**config.mk**
```make
export PLATFORM = sky130hd
export DESIGN_NAME = preemptive_priority_scheduler_flat
export DESIGN_NICKNAME = d
export VERILOG_FILES = /design/src/design/pps_pkg.sv /design/src/design/pps_if.sv /design/src/design/pps_store.sv /design/src/design/pps_core.sv /design/src/design/preemptive_priority_scheduler.sv /design/src/flat_wrapper.sv
export VERILOG_INCLUDE_DIRS = /design/src /design/src/design
export SDC_FILE = /design/constraint.sdc
export NUM_CORES = 1
export LEC_CHECK = 0
export BUFFER_PORTS_ARGS = -buffer_cell sky130_fd_sc_hd__buf_2
export CAP_MARGIN = 20
export CORE_ASPECT_RATIO = 1.1
export CORE_MARGIN = 2
export CORE_UTILIZATION = 41
export CTS_CLUSTER_SIZE = 8
export DETAILED_ROUTE_END_ITERATION = 6
export SYNTH_ARGS = -nofsm -noshare
export SYNTH_HDL_FRONTEND = slang
export SYNTH_SLANG_ARGS = --single-unit
```
**constraint.sdc**
```tcl
create_clock -name clock -period 6.6 [get_ports clock]
set_input_delay 0.66 -clock clock [delete_from_list [all_inputs] [get_ports clock]]
set_output_delay 0.66 -clock clock [all_outputs]
set_load 0.005 [all_outputs]
```
**src/design/assert_macros.svh**
```systemverilog
// ----------------------------------------------------------------------------
// Assertion macros
// Shared concurrent assertion forms, clocked on clock and disabled in reset.
// ----------------------------------------------------------------------------
`ifndef ASSERT_MACROS_SVH
`define ASSERT_MACROS_SVH

// The property holds at every clock edge outside reset.
`define ASSERT_ALWAYS(name, prop, msg) \
   name: assert property (@(posedge clock) disable iff (reset) (prop)) \
      else $error(msg);

// The consequent holds in the same cycle as the antecedent.
`define ASSERT_IMPLIES(name, pre, post, msg) \
   name: assert property (@(posedge clock) disable iff (reset) (pre) |-> (post)) \
      else $error(msg);

// The consequent holds in the cycle after the antecedent.
`define ASSERT_NEXT(name, pre, post, msg) \
   name: assert property (@(posedge clock) disable iff (reset) (pre) |=> (post)) \
      else $error(msg);

`endif

```
**src/design/pps_pkg.sv**
```systemverilog
// ----------------------------------------------------------------------------
// Preemptive priority scheduler package
// Field widths, the process table entry and the result record.
// ----------------------------------------------------------------------------
package pps_pkg;

   localparam int MAX_PROCS_DEF = 16;
   localparam int PRI_W         = 10;
   localparam int TIME_W        = 16;
   localparam int ID_W          = 5;
   localparam int OUT_W         = 21;

   typedef struct packed {
      logic [PRI_W-1:0]  prio;
      logic [TIME_W-1:0] arr;
      logic [TIME_W-1:0] rem;
      logic [TIME_W-1:0] bur;
   } entry_type;

   typedef struct packed {
      logic [ID_W-1:0]  process_id;
      logic [OUT_W-1:0] completion_time;
      logic [OUT_W-1:0] turnaround;
      logic [OUT_W-1:0] waiting;
      logic             final_result;
   } result_type;

endpackage

```
**src/design/pps_if.sv**
```systemverilog
// ----------------------------------------------------------------------------
// Preemptive priority scheduler channels
// Valid/ready channels for process requests and completion results.
// ----------------------------------------------------------------------------
interface pps_req_if;
   import pps_pkg::*;

   logic              valid;
   logic              ready;
   logic [PRI_W-1:0]  priority_req;
   logic [TIME_W-1:0] arrival;
   logic [TIME_W-1:0] burst;
   logic              last_entry;

   modport source (output valid, output priority_req, output arrival, output burst,
                   output last_entry, input ready);
   modport sink (input valid, input priority_req, input arrival, input burst,
                 input last_entry, output ready);
endinterface

interface pps_rsp_if;
   import pps_pkg::*;

   logic             valid;
   logic             ready;
   logic [ID_W-1:0]  process_id;
   logic [OUT_W-1:0] completion_time;
   logic [OUT_W-1:0] turnaround;
   logic [OUT_W-1:0] waiting;
   logic             final_result;

   modport source (output valid, output process_id, output completion_time,
                   output turnaround, output waiting, output final_result, input ready);
   modport sink (input valid, input process_id, input completion_time,
                 input turnaround, input waiting, input final_result, output ready);
endinterface

```
**src/design/pps_store.sv**
```systemverilog
// ----------------------------------------------------------------------------
// Process table
// One-port-write, registered-read table of process entries plus done flags.
// ----------------------------------------------------------------------------
module pps_store #(
   parameter int MAX_PROCS = pps_pkg::MAX_PROCS_DEF,
   parameter int IDX_W     = (MAX_PROCS > 1) ? $clog2(MAX_PROCS) : 1
) (
   input  logic                clock,
   input  logic                reset,
   input  logic                wr_en,
   input  logic [IDX_W-1:0]    wr_addr,
   input  pps_pkg::entry_type  wr_entry,
   input  logic [IDX_W-1:0]    rd_addr,
   output pps_pkg::entry_type  rd_entry,
   output logic                rd_done,
   input  logic                done_set,
   input  logic [IDX_W-1:0]    done_addr,
   input  logic                done_clear
);
   import pps_pkg::*;

   entry_type              mem_ff [MAX_PROCS];
   entry_type              rd_entry_ff;
   logic [MAX_PROCS-1:0]   done_ff;
   logic                   rd_done_ff;

   always_ff @(posedge clock) begin
      if (wr_en) begin
         mem_ff[wr_addr] <= wr_entry;
      end
      rd_entry_ff <= mem_ff[rd_addr];
      rd_done_ff  <= done_ff[rd_addr];
   end

   always_ff @(posedge clock) begin
      if (reset || done_clear) begin
         done_ff <= '0;
      end else if (done_set) begin
         done_ff[done_addr] <= 1'b1;
      end
   end

   assign rd_entry = rd_entry_ff;
   assign rd_done  = rd_done_ff;

endmodule

```
**src/design/pps_core.sv**
```systemverilog
// ----------------------------------------------------------------------------
// Scheduler sequencer
// Loads entries, scans the table through one compare unit and runs the
// chosen process until it completes or a new arrival may preempt it.
// ----------------------------------------------------------------------------
`include "assert_macros.svh"

module pps_core #(
   parameter int MAX_PROCS = pps_pkg::MAX_PROCS_DEF,
   parameter int IDX_W     = (MAX_PROCS > 1) ? $clog2(MAX_PROCS) : 1
) (
   input  logic                clock,
   input  logic                reset,
   pps_req_if.sink             req_bus,
   pps_rsp_if.source           rsp_bus,
   output logic                wr_en,
   output logic [IDX_W-1:0]    wr_addr,
   output pps_pkg::entry_type  wr_entry,
   output logic [IDX_W-1:0]    rd_addr,
   input  pps_pkg::entry_type  rd_entry,
   input  logic                rd_done,
   output logic                done_set,
   output logic [IDX_W-1:0]    done_addr,
   output logic                done_clear
);
   import pps_pkg::*;

   localparam int CNT_W  = $clog2(MAX_PROCS + 1);
   localparam int TICK_W = $clog2((2 ** TIME_W) * (MAX_PROCS + 1));

   typedef enum logic [5:0] {
      S_LOAD   = 6'b000001,
      S_SCAN   = 6'b000010,
      S_DECIDE = 6'b000100,
      S_UPDATE = 6'b001000,
      S_FINISH = 6'b010000,
      S_EMIT   = 6'b100000
   } state_type;

   state_type          state_ff, state_in;
   logic [CNT_W-1:0]   count_ff, count_in;
   logic [CNT_W-1:0]   finished_ff, finished_in;
   logic [TICK_W-1:0]  tick_ff, tick_in;
   logic [CNT_W-1:0]   scan_ff, scan_in;
   logic               rd_valid_ff, rd_valid_in;
   logic [IDX_W-1:0]   rd_idx_ff, rd_idx_in;
   logic               have_best_ff, have_best_in;
   logic [IDX_W-1:0]   best_idx_ff, best_idx_in;
   entry_type          best_ff, best_in;
   logic               have_next_ff, have_next_in;
   logic [TIME_W-1:0]  next_arr_ff, next_arr_in;
   logic [TIME_W-1:0]  run_ff, run_in;
   logic               rsp_valid_ff, rsp_valid_in;
   result_type         rsp_ff, rsp_in;

   logic               issue;
   logic               start_scan;
   logic [TIME_W-1:0]  gap;
   logic [TIME_W-1:0]  run_base;
   logic [TIME_W-1:0]  new_rem;
   logic [TICK_W-1:0]  arr_ext;
   logic [IDX_W:0]     id_wide;
   entry_type          load_entry;

   assign issue    = (state_ff == S_SCAN) && (scan_ff < count_ff);
   assign rd_addr  = scan_ff[IDX_W-1:0];
   assign arr_ext  = TICK_W'(rd_entry.arr);
   assign gap      = next_arr_ff - tick_ff[TIME_W-1:0];
   assign run_base = (best_ff.rem == '0) ? TIME_W'(1) : best_ff.rem;
   assign new_rem  = (best_ff.rem == '0) ? '0 : best_ff.rem - run_ff;
   assign id_wide  = (IDX_W+1)'(best_idx_ff) + (IDX_W+1)'(1);

   always_comb begin
      load_entry.prio = req_bus.priority_req;
      load_entry.arr  = req_bus.arrival;
      load_entry.rem  = req_bus.burst;
      load_entry.bur  = req_bus.burst;
   end

   always_comb begin
      state_in     = state_ff;
      count_in     = count_ff;
      finished_in  = finished_ff;
      tick_in      = tick_ff;
      scan_in      = scan_ff;
      rd_valid_in  = issue;
      rd_idx_in    = scan_ff[IDX_W-1:0];
      have_best_in = have_best_ff;
      best_idx_in  = best_idx_ff;
      best_in      = best_ff;
      have_next_in = have_next_ff;
      next_arr_in  = next_arr_ff;
      run_in       = run_ff;
      rsp_valid_in = rsp_valid_ff;
      rsp_in       = rsp_ff;
      wr_en        = 1'b0;
      wr_addr      = count_ff[IDX_W-1:0];
      wr_entry     = load_entry;
      done_set     = 1'b0;
      done_addr    = best_idx_ff;
      done_clear   = 1'b0;
      start_scan   = 1'b0;

      case (state_ff)
         S_LOAD: begin
            if (req_bus.valid) begin
               if (count_ff < CNT_W'(MAX_PROCS)) begin
                  wr_en    = 1'b1;
                  count_in = count_ff + CNT_W'(1);
               end
               if (req_bus.last_entry) begin
                  start_scan = 1'b1;
                  state_in   = S_SCAN;
               end
            end
         end
         S_SCAN: begin
            if (issue) begin
               scan_in = scan_ff + CNT_W'(1);
            end
            if (rd_valid_ff && !rd_done) begin
               if (arr_ext <= tick_ff) begin
                  if (!have_best_ff || (rd_entry.prio < best_ff.prio)) begin
                     have_best_in = 1'b1;
                     best_idx_in  = rd_idx_ff;
                     best_in      = rd_entry;
                  end
               end else if (!have_next_ff || (rd_entry.arr < next_arr_ff)) begin
                  have_next_in = 1'b1;
                  next_arr_in  = rd_entry.arr;
               end
            end
            if (!issue && !rd_valid_ff) begin
               state_in = S_DECIDE;
            end
         end
         S_DECIDE: begin
            if (!have_best_ff) begin
               tick_in    = TICK_W'(next_arr_ff);
               start_scan = 1'b1;
               state_in   = S_SCAN;
            end else begin
               run_in   = (have_next_ff && (gap < run_base)) ? gap : run_base;
               state_in = S_UPDATE;
            end
         end
         S_UPDATE: begin
            tick_in     = tick_ff + TICK_W'(run_ff);
            best_in.rem = new_rem;
            wr_en       = 1'b1;
            wr_addr     = best_idx_ff;
            wr_entry    = best_ff;
            wr_entry.rem = new_rem;
            if (new_rem == '0) begin
               done_set    = 1'b1;
               finished_in = finished_ff + CNT_W'(1);
               state_in    = S_FINISH;
            end else begin
               start_scan = 1'b1;
               state_in   = S_SCAN;
            end
         end
         S_FINISH: begin
            rsp_in.process_id      = ID_W'(id_wide);
            rsp_in.completion_time = OUT_W'(tick_ff);
            rsp_in.turnaround      = OUT_W'(tick_ff - TICK_W'(best_ff.arr));
            rsp_in.waiting         = OUT_W'(tick_ff - TICK_W'(best_ff.arr)
                                            - TICK_W'(best_ff.bur));
            rsp_in.final_result    = (finished_ff == count_ff);
            rsp_valid_in           = 1'b1;
            state_in               = S_EMIT;
         end
         S_EMIT: begin
            if (rsp_bus.ready) begin
               rsp_valid_in = 1'b0;
               if (rsp_ff.final_result) begin
                  count_in    = '0;
                  finished_in = '0;
                  tick_in     = '0;
                  done_clear  = 1'b1;
                  state_in    = S_LOAD;
               end else begin
                  start_scan = 1'b1;
                  state_in   = S_SCAN;
               end
            end
         end
         default: begin
            state_in = S_LOAD;
         end
      endcase

      if (start_scan) begin
         scan_in      = '0;
         have_best_in = 1'b0;
         have_next_in = 1'b0;
      end
   end

   always_ff @(posedge clock) begin
      if (reset) begin
         state_ff     <= S_LOAD;
         count_ff     <= '0;
         finished_ff  <= '0;
         tick_ff      <= '0;
         scan_ff      <= '0;
         rd_valid_ff  <= 1'b0;
         have_best_ff <= 1'b0;
         have_next_ff <= 1'b0;
         rsp_valid_ff <= 1'b0;
      end else begin
         state_ff     <= state_in;
         count_ff     <= count_in;
         finished_ff  <= finished_in;
         tick_ff      <= tick_in;
         scan_ff      <= scan_in;
         rd_valid_ff  <= rd_valid_in;
         have_best_ff <= have_best_in;
         have_next_ff <= have_next_in;
         rsp_valid_ff <= rsp_valid_in;
      end
   end

   always_ff @(posedge clock) begin
      rd_idx_ff   <= rd_idx_in;
      best_idx_ff <= best_idx_in;
      best_ff     <= best_in;
      next_arr_ff <= next_arr_in;
      run_ff      <= run_in;
      rsp_ff      <= rsp_in;
   end

   assign req_bus.ready           = (state_ff == S_LOAD);
   assign rsp_bus.valid           = rsp_valid_ff;
   assign rsp_bus.process_id      = rsp_ff.process_id;
   assign rsp_bus.completion_time = rsp_ff.completion_time;
   assign rsp_bus.turnaround      = rsp_ff.turnaround;
   assign rsp_bus.waiting         = rsp_ff.waiting;
   assign rsp_bus.final_result    = rsp_ff.final_result;

   `ASSERT_ALWAYS(a_finished_bound, finished_ff <= count_ff, "finished count exceeds entries")
   `ASSERT_NEXT(a_tick_advances, state_ff == S_UPDATE, tick_ff > $past(tick_ff), "time did not advance")
   `ASSERT_IMPLIES(a_final_all_done, rsp_valid_ff && rsp_ff.final_result, finished_ff == count_ff, "final result with processes left")
   `ASSERT_NEXT(a_batch_cleared, rsp_valid_ff && rsp_bus.ready && rsp_ff.final_result, (count_ff == '0) && (state_ff == S_LOAD), "batch not cleared")

endmodule

```
**src/design/preemptive_priority_scheduler.sv**
```systemverilog
// ----------------------------------------------------------------------------
// Preemptive priority scheduler
// Request channel req_bus loads one process entry (priority, arrival, burst)
// per request; the request with last_entry set starts the simulation over the
// stored entries. Requests beyond MAX_PROCS are dropped, and a dropped request
// with last_entry still starts the run. req_bus is ready only while loading.
// Each scheduling round scans the n loaded entries through one shared compare
// unit, one entry per cycle, then decides and updates the chosen one; if none
// is ready, time jumps to the next arrival and the scan restarts. A round runs
// the chosen process until it completes or until the next arrival. Each
// completion passes the finish state before its result appears on rsp_bus,
// where it stays valid until the receiver takes it; the scheduler waits while
// the receiver stalls, and the next round starts in the cycle after the result
// is taken. After the final result is taken the batch is cleared and req_bus
// is ready again in the next cycle. Reset clears the batch.
// ----------------------------------------------------------------------------
module preemptive_priority_scheduler #(
   parameter int MAX_PROCS = pps_pkg::MAX_PROCS_DEF
) (
   input  logic        clock,
   input  logic        reset,
   pps_req_if.sink     req_bus,
   pps_rsp_if.source   rsp_bus
);
   import pps_pkg::*;

   localparam int IDX_W = (MAX_PROCS > 1) ? $clog2(MAX_PROCS) : 1;

   logic               wr_en;
   logic [IDX_W-1:0]   wr_addr;
   entry_type          wr_entry;
   logic [IDX_W-1:0]   rd_addr;
   entry_type          rd_entry;
   logic               rd_done;
   logic               done_set;
   logic [IDX_W-1:0]   done_addr;
   logic               done_clear;

   pps_store #(
      .MAX_PROCS (MAX_PROCS),
      .IDX_W     (IDX_W)
   ) u_store (
      .clock      (clock),
      .reset      (reset),
      .wr_en      (wr_en),
      .wr_addr    (wr_addr),
      .wr_entry   (wr_entry),
      .rd_addr    (rd_addr),
      .rd_entry   (rd_entry),
      .rd_done    (rd_done),
      .done_set   (done_set),
      .done_addr  (done_addr),
      .done_clear (done_clear)
   );

   pps_core #(
      .MAX_PROCS (MAX_PROCS),
      .IDX_W     (IDX_W)
   ) u_core (
      .clock      (clock),
      .reset      (reset),
      .req_bus    (req_bus),
      .rsp_bus    (rsp_bus),
      .wr_en      (wr_en),
      .wr_addr    (wr_addr),
      .wr_entry   (wr_entry),
      .rd_addr    (rd_addr),
      .rd_entry   (rd_entry),
      .rd_done    (rd_done),
      .done_set   (done_set),
      .done_addr  (done_addr),
      .done_clear (done_clear)
   );

endmodule
```
**src/flat_wrapper.sv**
```systemverilog
// flat-port wrapper written by rule: the top's interface ports become plain ports
module preemptive_priority_scheduler_flat import pps_pkg::*;
#(
   parameter int MAX_PROCS = pps_pkg::MAX_PROCS_DEF
)
  (clock, reset, req_bus_valid, req_bus_priority_req, req_bus_arrival, req_bus_burst, req_bus_last_entry, req_bus_ready, rsp_bus_valid, rsp_bus_process_id, rsp_bus_completion_time, rsp_bus_turnaround, rsp_bus_waiting, rsp_bus_final_result, rsp_bus_ready);
  pps_req_if req_bus_i ();
  pps_rsp_if rsp_bus_i ();
  input  logic clock;
  input  logic reset;
  input wire logic [$bits(req_bus_i.valid)-1:0] req_bus_valid;
  input wire logic [$bits(req_bus_i.priority_req)-1:0] req_bus_priority_req;
  input wire logic [$bits(req_bus_i.arrival)-1:0] req_bus_arrival;
  input wire logic [$bits(req_bus_i.burst)-1:0] req_bus_burst;
  input wire logic [$bits(req_bus_i.last_entry)-1:0] req_bus_last_entry;
  output wire logic [$bits(req_bus_i.ready)-1:0] req_bus_ready;
  output wire logic [$bits(rsp_bus_i.valid)-1:0] rsp_bus_valid;
  output wire logic [$bits(rsp_bus_i.process_id)-1:0] rsp_bus_process_id;
  output wire logic [$bits(rsp_bus_i.completion_time)-1:0] rsp_bus_completion_time;
  output wire logic [$bits(rsp_bus_i.turnaround)-1:0] rsp_bus_turnaround;
  output wire logic [$bits(rsp_bus_i.waiting)-1:0] rsp_bus_waiting;
  output wire logic [$bits(rsp_bus_i.final_result)-1:0] rsp_bus_final_result;
  input wire logic [$bits(rsp_bus_i.ready)-1:0] rsp_bus_ready;
  assign req_bus_i.valid = req_bus_valid;
  assign req_bus_i.priority_req = req_bus_priority_req;
  assign req_bus_i.arrival = req_bus_arrival;
  assign req_bus_i.burst = req_bus_burst;
  assign req_bus_i.last_entry = req_bus_last_entry;
  assign req_bus_ready = req_bus_i.ready;
  assign rsp_bus_valid = rsp_bus_i.valid;
  assign rsp_bus_process_id = rsp_bus_i.process_id;
  assign rsp_bus_completion_time = rsp_bus_i.completion_time;
  assign rsp_bus_turnaround = rsp_bus_i.turnaround;
  assign rsp_bus_waiting = rsp_bus_i.waiting;
  assign rsp_bus_final_result = rsp_bus_i.final_result;
  assign rsp_bus_i.ready = rsp_bus_ready;
  preemptive_priority_scheduler #(.MAX_PROCS(MAX_PROCS)) u_core (.clock(clock), .reset(reset), .req_bus(req_bus_i), .rsp_bus(rsp_bus_i));
endmodule
```
# Yosys cells after proc, flatten, opt, wreduce, memory -nomap -nowiden
# Memory sizes are Yosys's and may differ from the RTL's. A register that Yosys moved wholly into a read port is not among the register bits.
# Index checks and enable logic that the tools add are counted.
[totals] memories=1 mem_bits_rw=928 reg_bits=230 wordCells=145 inputBits=47 out_inout_bits=71
[mem_list] name="u_core.u_store.mem_ff" depth=16 width=58 read_ports=1 rd_clocked_by_memory_dff=1 wr=1 line="pps_store.sv:23" text="entry_type mem_ff [MAX_PROCS];"
[classes] bitwise=2 order_cmp=9 n_mux=51 n_eq_ne=18 add_sub_neg=9 reduce_logical=31
[op_table] op="two-way mux 32 bit" count=3
[op_table] op="two-way mux 21 bit" count=3
[op_table] op="case mux 21 bit (3 select lines)" count=1
[op_table] op="two-way mux 58 bit" count=1
[op_table] op="two-way mux 16 bit" count=3
[op_table] op="subtractor 21 x 16 -> 21 bit" count=2
[op_table] op="case mux 6 bit (6 select lines)" count=1
[op_table] op="logical NOT 16 bit" count=2
[op_table] op="< comparator 16 bit" count=2
[op_table] op="case mux 16 bit (2 select lines)" count=1
[op_table] op="subtractor 16 bit" count=2
[op_table] op="two-way mux 5 bit" count=6
[op_table] op="two-way mux 6 bit" count=4
[op_table] op="AND reduction 4 bit" count=6
[op_table] op="adder 21 x 16 -> 21 bit" count=1
[op_table] op="<= comparator 16 x 21 -> 1 bit" count=1
[op_table] op="case mux 5 bit (2 select lines)" count=2
[op_table] op="two-way mux 1 bit" count=18
[op_table] op="bitwise OR 16 bit" count=1
[op_table] op="adder 5 x 1 -> 5 bit, second input constant" count=3
[op_table] op="!= test 2 bit, second input constant" count=6
[op_table] op="< comparator 10 bit" count=1
[op_table] op="< comparator 4 x 5 -> 1 bit, second input constant" count=2
[op_table] op="!= test 2 x 1 -> 1 bit, second input constant" count=5
[op_table] op="other kinds (26)" count=43

# Depth between registers and ports, before layout
[depth] ltp_word=6 mapped_depth=23 depth_no_buf=21

# Modules after synthesis
# Synthesis repeated with hierarchy kept, for this count alone.
[unflattened] cells_unflattened=2961 area_unflattened_um2=50171.9
[by_module_without_submodules] mod="pps_store" seq_area_each_um2=29368.2 cells_per_inst=1564 area_per_inst_um2=36503.8 n_inst=1
[by_module_without_submodules] mod="pps_core" seq_area_each_um2=5895.7 cells_per_inst=1397 area_per_inst_um2=13668.1 n_inst=1

# Worst setup path after synthesis
# Ideal clock, no wire load.
[synth_path] path_kind="register to register" from="reg u_core.u_core.state_ff[1]" to="mem u_core.u_store.mem_ff[3][0] in the netlist's numbering, enable pin" synth_period_minus_slack_ps=4958 stages_incl_launch_ff=8 setup_time_ps=474 required_ps=6126 path_buffers=3 slack_ps=1642 t_arrival_ps=4484 path_cell_list="dfxtp_1 buf_2 or4_1 nor3b_1 clkbuf_1 clkbuf_1 a31oi_1 nor2_1"
[synth_between] elab_chain_len=4 word_cells_on_any_way=6 classes_between="eq/ne: 2; mux: 4"
[synth_lines] element="start, declared" line="pps_core.sv:40" text="state_type state_ff, state_in;"
[synth_lines] element="start signal, assigned" line="pps_core.sv:212" text="state_ff <= state_in;"
[synth_lines] element="equality test 6 x 4 -> 1 bit or equality test 6 x 1 -> 1 bit (tied branches)" line="pps_core.sv:104" text="case (state_ff)"
[synth_lines] element="case mux 1 bit (2 select lines)" line="pps_core.sv:104"
[synth_lines] element="two-way mux 1 bit" line="pps_store.sv:29" text="if (wr_en) begin"
[synth_lines] element="two-way mux 1 bit (implied by the code)" line="pps_store.sv:30" text="mem_ff[wr_addr] <= wr_entry;"
[synth_lines] element="end, declared" line="pps_store.sv:23"
# Several ways; a longest one is shown, not always the timed one.

# Final worst setup path
[layout_path] from="reg u_core.u_core.tick_ff[1]" to="reg u_core.u_core.run_ff[3], data pin"
[layout_between] elab_chain_len=4
[layout_lines] element="start, declared" line="pps_core.sv:43" text="logic [TICK_W-1:0] tick_ff, tick_in;"
[layout_lines] element="start signal, assigned" line="pps_core.sv:215" text="tick_ff <= tick_in;"
[layout_lines] element="subtractor 16 bit *" line="pps_core.sv:68" text="assign gap = next_arr_ff - tick_ff[TIME_W-1:0];"
[layout_lines] element="< comparator 16 bit" line="pps_core.sv:143" text="run_in = (have_next_ff && (gap < run_base)) ? gap : run_base;"
[layout_lines] element="logical AND 1 bit" line="pps_core.sv:143"
[layout_lines] element="two-way mux 16 bit *" line="pps_core.sv:143"
[layout_lines] element="end signal, assigned" line="pps_core.sv:229" text="run_ff <= run_in;"
[layout_lines] element="end, declared" line="pps_core.sv:52" text="logic [TIME_W-1:0] run_ff, run_in;"
# Every way passes the cells marked *; elsewhere a longest branch is shown, timed or not.
# A chain may end at the register's enable or synchronous reset.

==> impl.org <==
** Status
- The run finished with clean final reports.

** STA
- Timing would allow up to approximately 180 MHz.
- For the pin with the worst max-slew slack, the measured transition is around 1.1 ns.
- Unrepaired setup endpoints after global routing :: false
- In this run the tightest slew margin relative to its limit is 0.234.
- Count of pins over their slew limit :: 0
- Portion of the clock cycle consumed by the worst path in the final layout :: 0.827
- Hold violation count in the final report :: 0
- Hold timing on the final database bottoms out at a slack of 0.219 ns.
- Setup TNS :: 0 ns
- Setup violations remaining at the end of the flow were counted as 0.
- Worst Clk Skew :: 0.0419 ns
- Min Tclk post-route :: 5.46 ns

** Worst setup path
- Cell family with the largest share of critical-path delay :: compound AO/OA/AOI/OAI gates
- In this run the number of cells on the critical path is 21.
- Kind of launch point of the worst setup path :: flip-flop
- Worst EP arrival :: 5.98 ns
- CP peak stage delay :: 0.68 ns
- Across all register-to-register paths, the minimum setup slack is 1.14 ns.
- Worst Setup End Kind :: flip-flop
- Logic depth of the worst register-to-register path :: 21
- STA puts the critical path data required time at between 7 and 8 ns.
- Setup Crit Path Kind :: reg2reg
- Maximum fanout count along the critical path :: 9
- The startpoint identified for the worst register-to-register timing path is u_core.u_core.tick_ff[1]$_SDFFE_PP0P_.
- Sequence of cells on the critical path :: inv_1 > ha_1 > nor2b_1 > o21ai_0 > a21boi_0 > o21ai_0 > a21oi_1 > a21o_1 > a21oi_1 > xnor2_1 > ha_1 > a21o_1 > a21o_1 > a21o_1 > a21o_1 > a21oi_1 > nor2b_1 > o21ai_0 > nor4bb_4 > buf_4 > mux2_2
- Among the stages of the critical path, the cell type that occurs most often is sky130_fd_sc_hd__a21o_1.
- Endpoint of the worst register-to-register path :: u_core.u_core.run_ff[3]$_DFFE_PP_
- Number of buffer and inverter stages on the critical path :: 2
- The largest individual stage delay along the critical path comes from the cell sky130_fd_sc_hd__nor4bb_4.

** Yosys
- In the synthesized netlist the dominant register cell turns out to be sky130_fd_sc_hd__edfxtp_1.
- Synth top area cells :: sky130_fd_sc_hd__edfxtp_1 65%, sky130_fd_sc_hd__mux4_2 13%, sky130_fd_sc_hd__dfxtp_1 4.9%
- Syn avg cell area :: 17.6 um^2
- The biggest area contributor in the post-synthesis netlist is sky130_fd_sc_hd__edfxtp_1.
- Number of standard cells after synthesis :: 2873
- The Yosys step of the flow raised 0 warnings.
- Post-synthesis async set-or-reset flop share :: 0
- Number of enable flip-flop cells after synthesis :: 1091
- The share of the Yosys chip area taken by registers is 0.697.
- Distinct cell type count after synthesis :: 81
- Syn Nets :: 3070
- Counting flops and latches in the post-synthesis netlist gives around 1200.
- Post-synth design cell area :: 50600 um^2
- Of the post-synthesis cell area, the dominant cell type holds 0.647.

** Pwr
- IR analysis of the VDD net gives a maximum drop of ~0.00023 V.
- In this run the static leakage power is 19.8 nW.
- The design draws 0.0189 W.
- Power per Cell Area :: approximately 320 nW/um^2

** Worst hold path
- Min-Delay Endpoint :: u_core.u_core.state_ff[5]$_SDFFE_PP0P_
- The worst hold path begins at rsp_bus_ready.
- Min-Delay Path Depth :: 4
- The min-delay analysis places its worst path in the category in2reg.

** Die
- The initial utilization of the core area, before any placement, comes to 0.412.
- Measured along the y axis, the die boundary spans 372 um.
- The die covers 126000 um^2.
- The total area inside the core boundary comes to 123000 um^2.
- Die Width :: 339 um
- IO Pins :: 118
- Row Count :: 135

** GRT
- Congestion Overflow GR :: 0
- Wire length of the first global-routing pass :: 200000 um
- Entering global routing, the biggest net connects 143 pins.
- Across every metal layer, demand over resource in global routing totals 0.220.
- Initial antenna violation count :: 7
- Via count of the first global-routing pass :: 28900

** Drt
- Once detail routing completed, the nets flagged for antenna violations numbered 0.
- Drt via density :: 5.75
- DR vias :: around 28000
- DR WL/cell :: between 20 and 30 um
- The detailed router put a total of 57400 um of wire on met1.
- The detailed router finished its first iteration with 3155 violations.
- Routed wire length on met2 :: 65500 um
- Highest metal layer with signal wires :: met5
- For this block, the routed nets add up to 138000 um of wire.
- After detailed routing, the number of remaining DRC violations is 0.
- Wire segments on met3 add up to 10900 um in the final route.
- The first TritonRoute pass finished after 6 iterations.

** CTS
- Clock buffer depth :: 3
- The number of clock buffers added by TritonCTS is 170.
- Post-CTS timing repair inserted 0 buffers for setup.
- The number of gates resized after CTS was 0.
- Sinks on the clock net :: 1216
- Clock transition at the registers of the reported paths :: approximately 0.060 ns
- Cell chosen for the clock root :: sky130_fd_sc_hd__clkbuf_16
- CTS tree :: yes
- For the worst-skew pair, the clock arrives at the later sink with an insertion delay of 0.80 ns.
- The clock tree synthesis step divided the H-tree into 4 levels.
- Hold repair after CTS inserted 0 buffers.

** Finish
- The multi-input combinational cells in the finished layout cover a total of 14500 um^2.
- After routing the design area is between 50000 and 60000 um^2.
- Area growth from synthesis to layout :: 16.2%
- At the end of the flow the core is filled with cells to 0.479.
- Fill cell instance count of the final layout :: 10300
- Leaving out fill and tap cells, the most frequent cell in the layout is sky130_fd_sc_hd__edfxtp_1.
- Most frequent cells in the layout :: 1091 x sky130_fd_sc_hd__edfxtp_1, 295 x sky130_fd_sc_hd__mux4_2, 172 x sky130_fd_sc_hd__clkbuf_16, 145 x sky130_fd_sc_hd__ha_1, 137 x sky130_fd_sc_hd__inv_1
- The sequential cells in the finished layout cover a total of 35300 um^2.
- For this run, the post-layout net count is 3340.
- Of the cells placed in the final design, the portion with a size suffix greater than 1 is 0.233.

** Placement
- After legalization and detailed placement, the total HPWL measured 82900 um.
- In this run the cell area measured after placement is 53900 um^2.
- Final weighted congestion in routability-driven placement :: 0.932
- Count of input and output buffers :: 117

** Job
- Across the run, the number of max-cap violations was 0.
## per-layer routing
| metal | GRT usage | vias up |
|---|---|---|
| met1 | 0.298 | 14800 |
| met5 | 0 | - |
| li1 | - | 12100 |
| met3 | 0.0483 | 238 |
| met2 | 0.351 | 1218 |
| met4 | 0.0765 | 2 |
## cell usage after synthesis (5+ instances only)
master                     count
sky130_fd_sc_hd__mux2_2       14
sky130_fd_sc_hd__or2_2         8
sky130_fd_sc_hd__and2_1       13
sky130_fd_sc_hd__nand2_1     124
sky130_fd_sc_hd__nor4_1       14
sky130_fd_sc_hd__o21bai_1      8
sky130_fd_sc_hd__xor2_1       23
sky130_fd_sc_hd__nor2b_1      22
sky130_fd_sc_hd__buf_2         6
sky130_fd_sc_hd__a22o_1        6
sky130_fd_sc_hd__nand3_1      45
sky130_fd_sc_hd__a21o_1       51
sky130_fd_sc_hd__inv_1       138
sky130_fd_sc_hd__nand2b_1     11
sky130_fd_sc_hd__a211oi_1     17
sky130_fd_sc_hd__a41oi_1       8
sky130_fd_sc_hd__a31oi_1      13
sky130_fd_sc_hd__and4_1        5
sky130_fd_sc_hd__nand3b_1      6
sky130_fd_sc_hd__nand4_1      27
sky130_fd_sc_hd__o21a_1       16
sky130_fd_sc_hd__mux4_2      295
sky130_fd_sc_hd__dfxtp_1     125
sky130_fd_sc_hd__and3_1       12
sky130_fd_sc_hd__o21ai_0     106
sky130_fd_sc_hd__nor2_1      107
sky130_fd_sc_hd__fa_1          5
sky130_fd_sc_hd__clkbuf_1     81
sky130_fd_sc_hd__a22oi_1      15
sky130_fd_sc_hd__nor3_1       31
sky130_fd_sc_hd__ha_1        145
sky130_fd_sc_hd__o31ai_1       5
sky130_fd_sc_hd__o211ai_1      6
sky130_fd_sc_hd__buf_1        31
sky130_fd_sc_hd__a21oi_1      91
sky130_fd_sc_hd__xnor2_1      59
sky130_fd_sc_hd__or3_1        13
sky130_fd_sc_hd__mux2i_1      10
sky130_fd_sc_hd__edfxtp_1   1091
## per-stage QoR
step                      cells  worst slack (ns)
final                      4916              1.14
after global routing       4913             0.748
after CTS                  4913              1.22
after detailed placement   4615              1.25
after global placement     4608              1.26
after floorplan            2873              1.64
## tightest hold or removal path: cells and delay by family
family        cells  cell delay (ns)
simple gates      3             0.18
buf+inv           1             0.12
## report_power, final
part	switching (W)	internal [W]
Combinational	0.00104	0.000730
Clock	0.00320	0.00485
Sequential	0.000205	0.00884
Total	0.00444	0.0144
## how the worst max path moves through the flow
stage,from,endpoint
after global routing,u_core.u_core.tick_ff[1]$_SDFFE_PP0P_,u_core.u_core.run_ff[3]$_DFFE_PP_
after global placement,u_core.u_core.tick_ff[1]$_SDFFE_PP0P_,u_core.u_core.run_ff[7]$_DFFE_PP_
final,u_core.u_core.tick_ff[1]$_SDFFE_PP0P_,u_core.u_core.run_ff[3]$_DFFE_PP_
after CTS,u_core.u_core.tick_ff[1]$_SDFFE_PP0P_,u_core.u_core.run_ff[3]$_DFFE_PP_
after floorplan,u_core.u_core.state_ff[1]$_SDFFE_PP0P_,u_core.u_store.mem_ff[3][0]$_DFFE_PP_
after detailed placement,u_core.u_core.tick_ff[1]$_SDFFE_PP0P_,u_core.u_core.run_ff[3]$_DFFE_PP_
## final cells by class
type	count	area share
clock inverter	14	0.00334
antenna	3	0.000128
inverter	138	0.00883
clock buffer	284	0.0804
timing repair buffer	218	0.0257
multi-input combinational	1399	0.247
tap	1644	0.0350
sequential	1216	0.600
## sequential cells by signal (all words and copies together), names as in the netlist
register                               flops
u_core.u_core.rd_valid_ff                  1
u_core.u_core.rsp_bus.final_result         1
u_core.u_core.finished_ff                  5
u_core.u_core.rsp_bus.valid                1
u_core.u_core.count_ff                     5
u_core.u_core.next_arr_ff                 16
u_core.u_core.rd_idx_ff                    4
u_core.u_core.best_ff                     58
u_core.u_core.rsp_bus.waiting             21
u_core.u_core.rsp_bus.completion_time     21
u_core.u_core.done_addr                    4
u_core.u_store.mem_ff                    928
u_core.u_core.rsp_bus.turnaround          21
u_core.u_core.run_ff                      16
u_core.u_core.have_next_ff                 1
u_core.u_core.rsp_bus.process_id           5
u_core.u_store.done_ff                    16
u_core.u_store.rd_entry                   58
u_core.u_core.tick_ff                     21
u_core.u_store.rd_done                     1
u_core.u_core.state_ff                     6
u_core.u_core.have_best_ff                 1
u_core.u_core.scan_ff                      5
## cell families after synthesis
family | synth area share
compound gates | 0.0511
xor+xnor | 0.0142
fa+ha+maj | 0.0378
buf+inv | 0.0196
flops | 0.697
mux | 0.136
simple gates | 0.0442
Power figures use the tool's default switching activity.
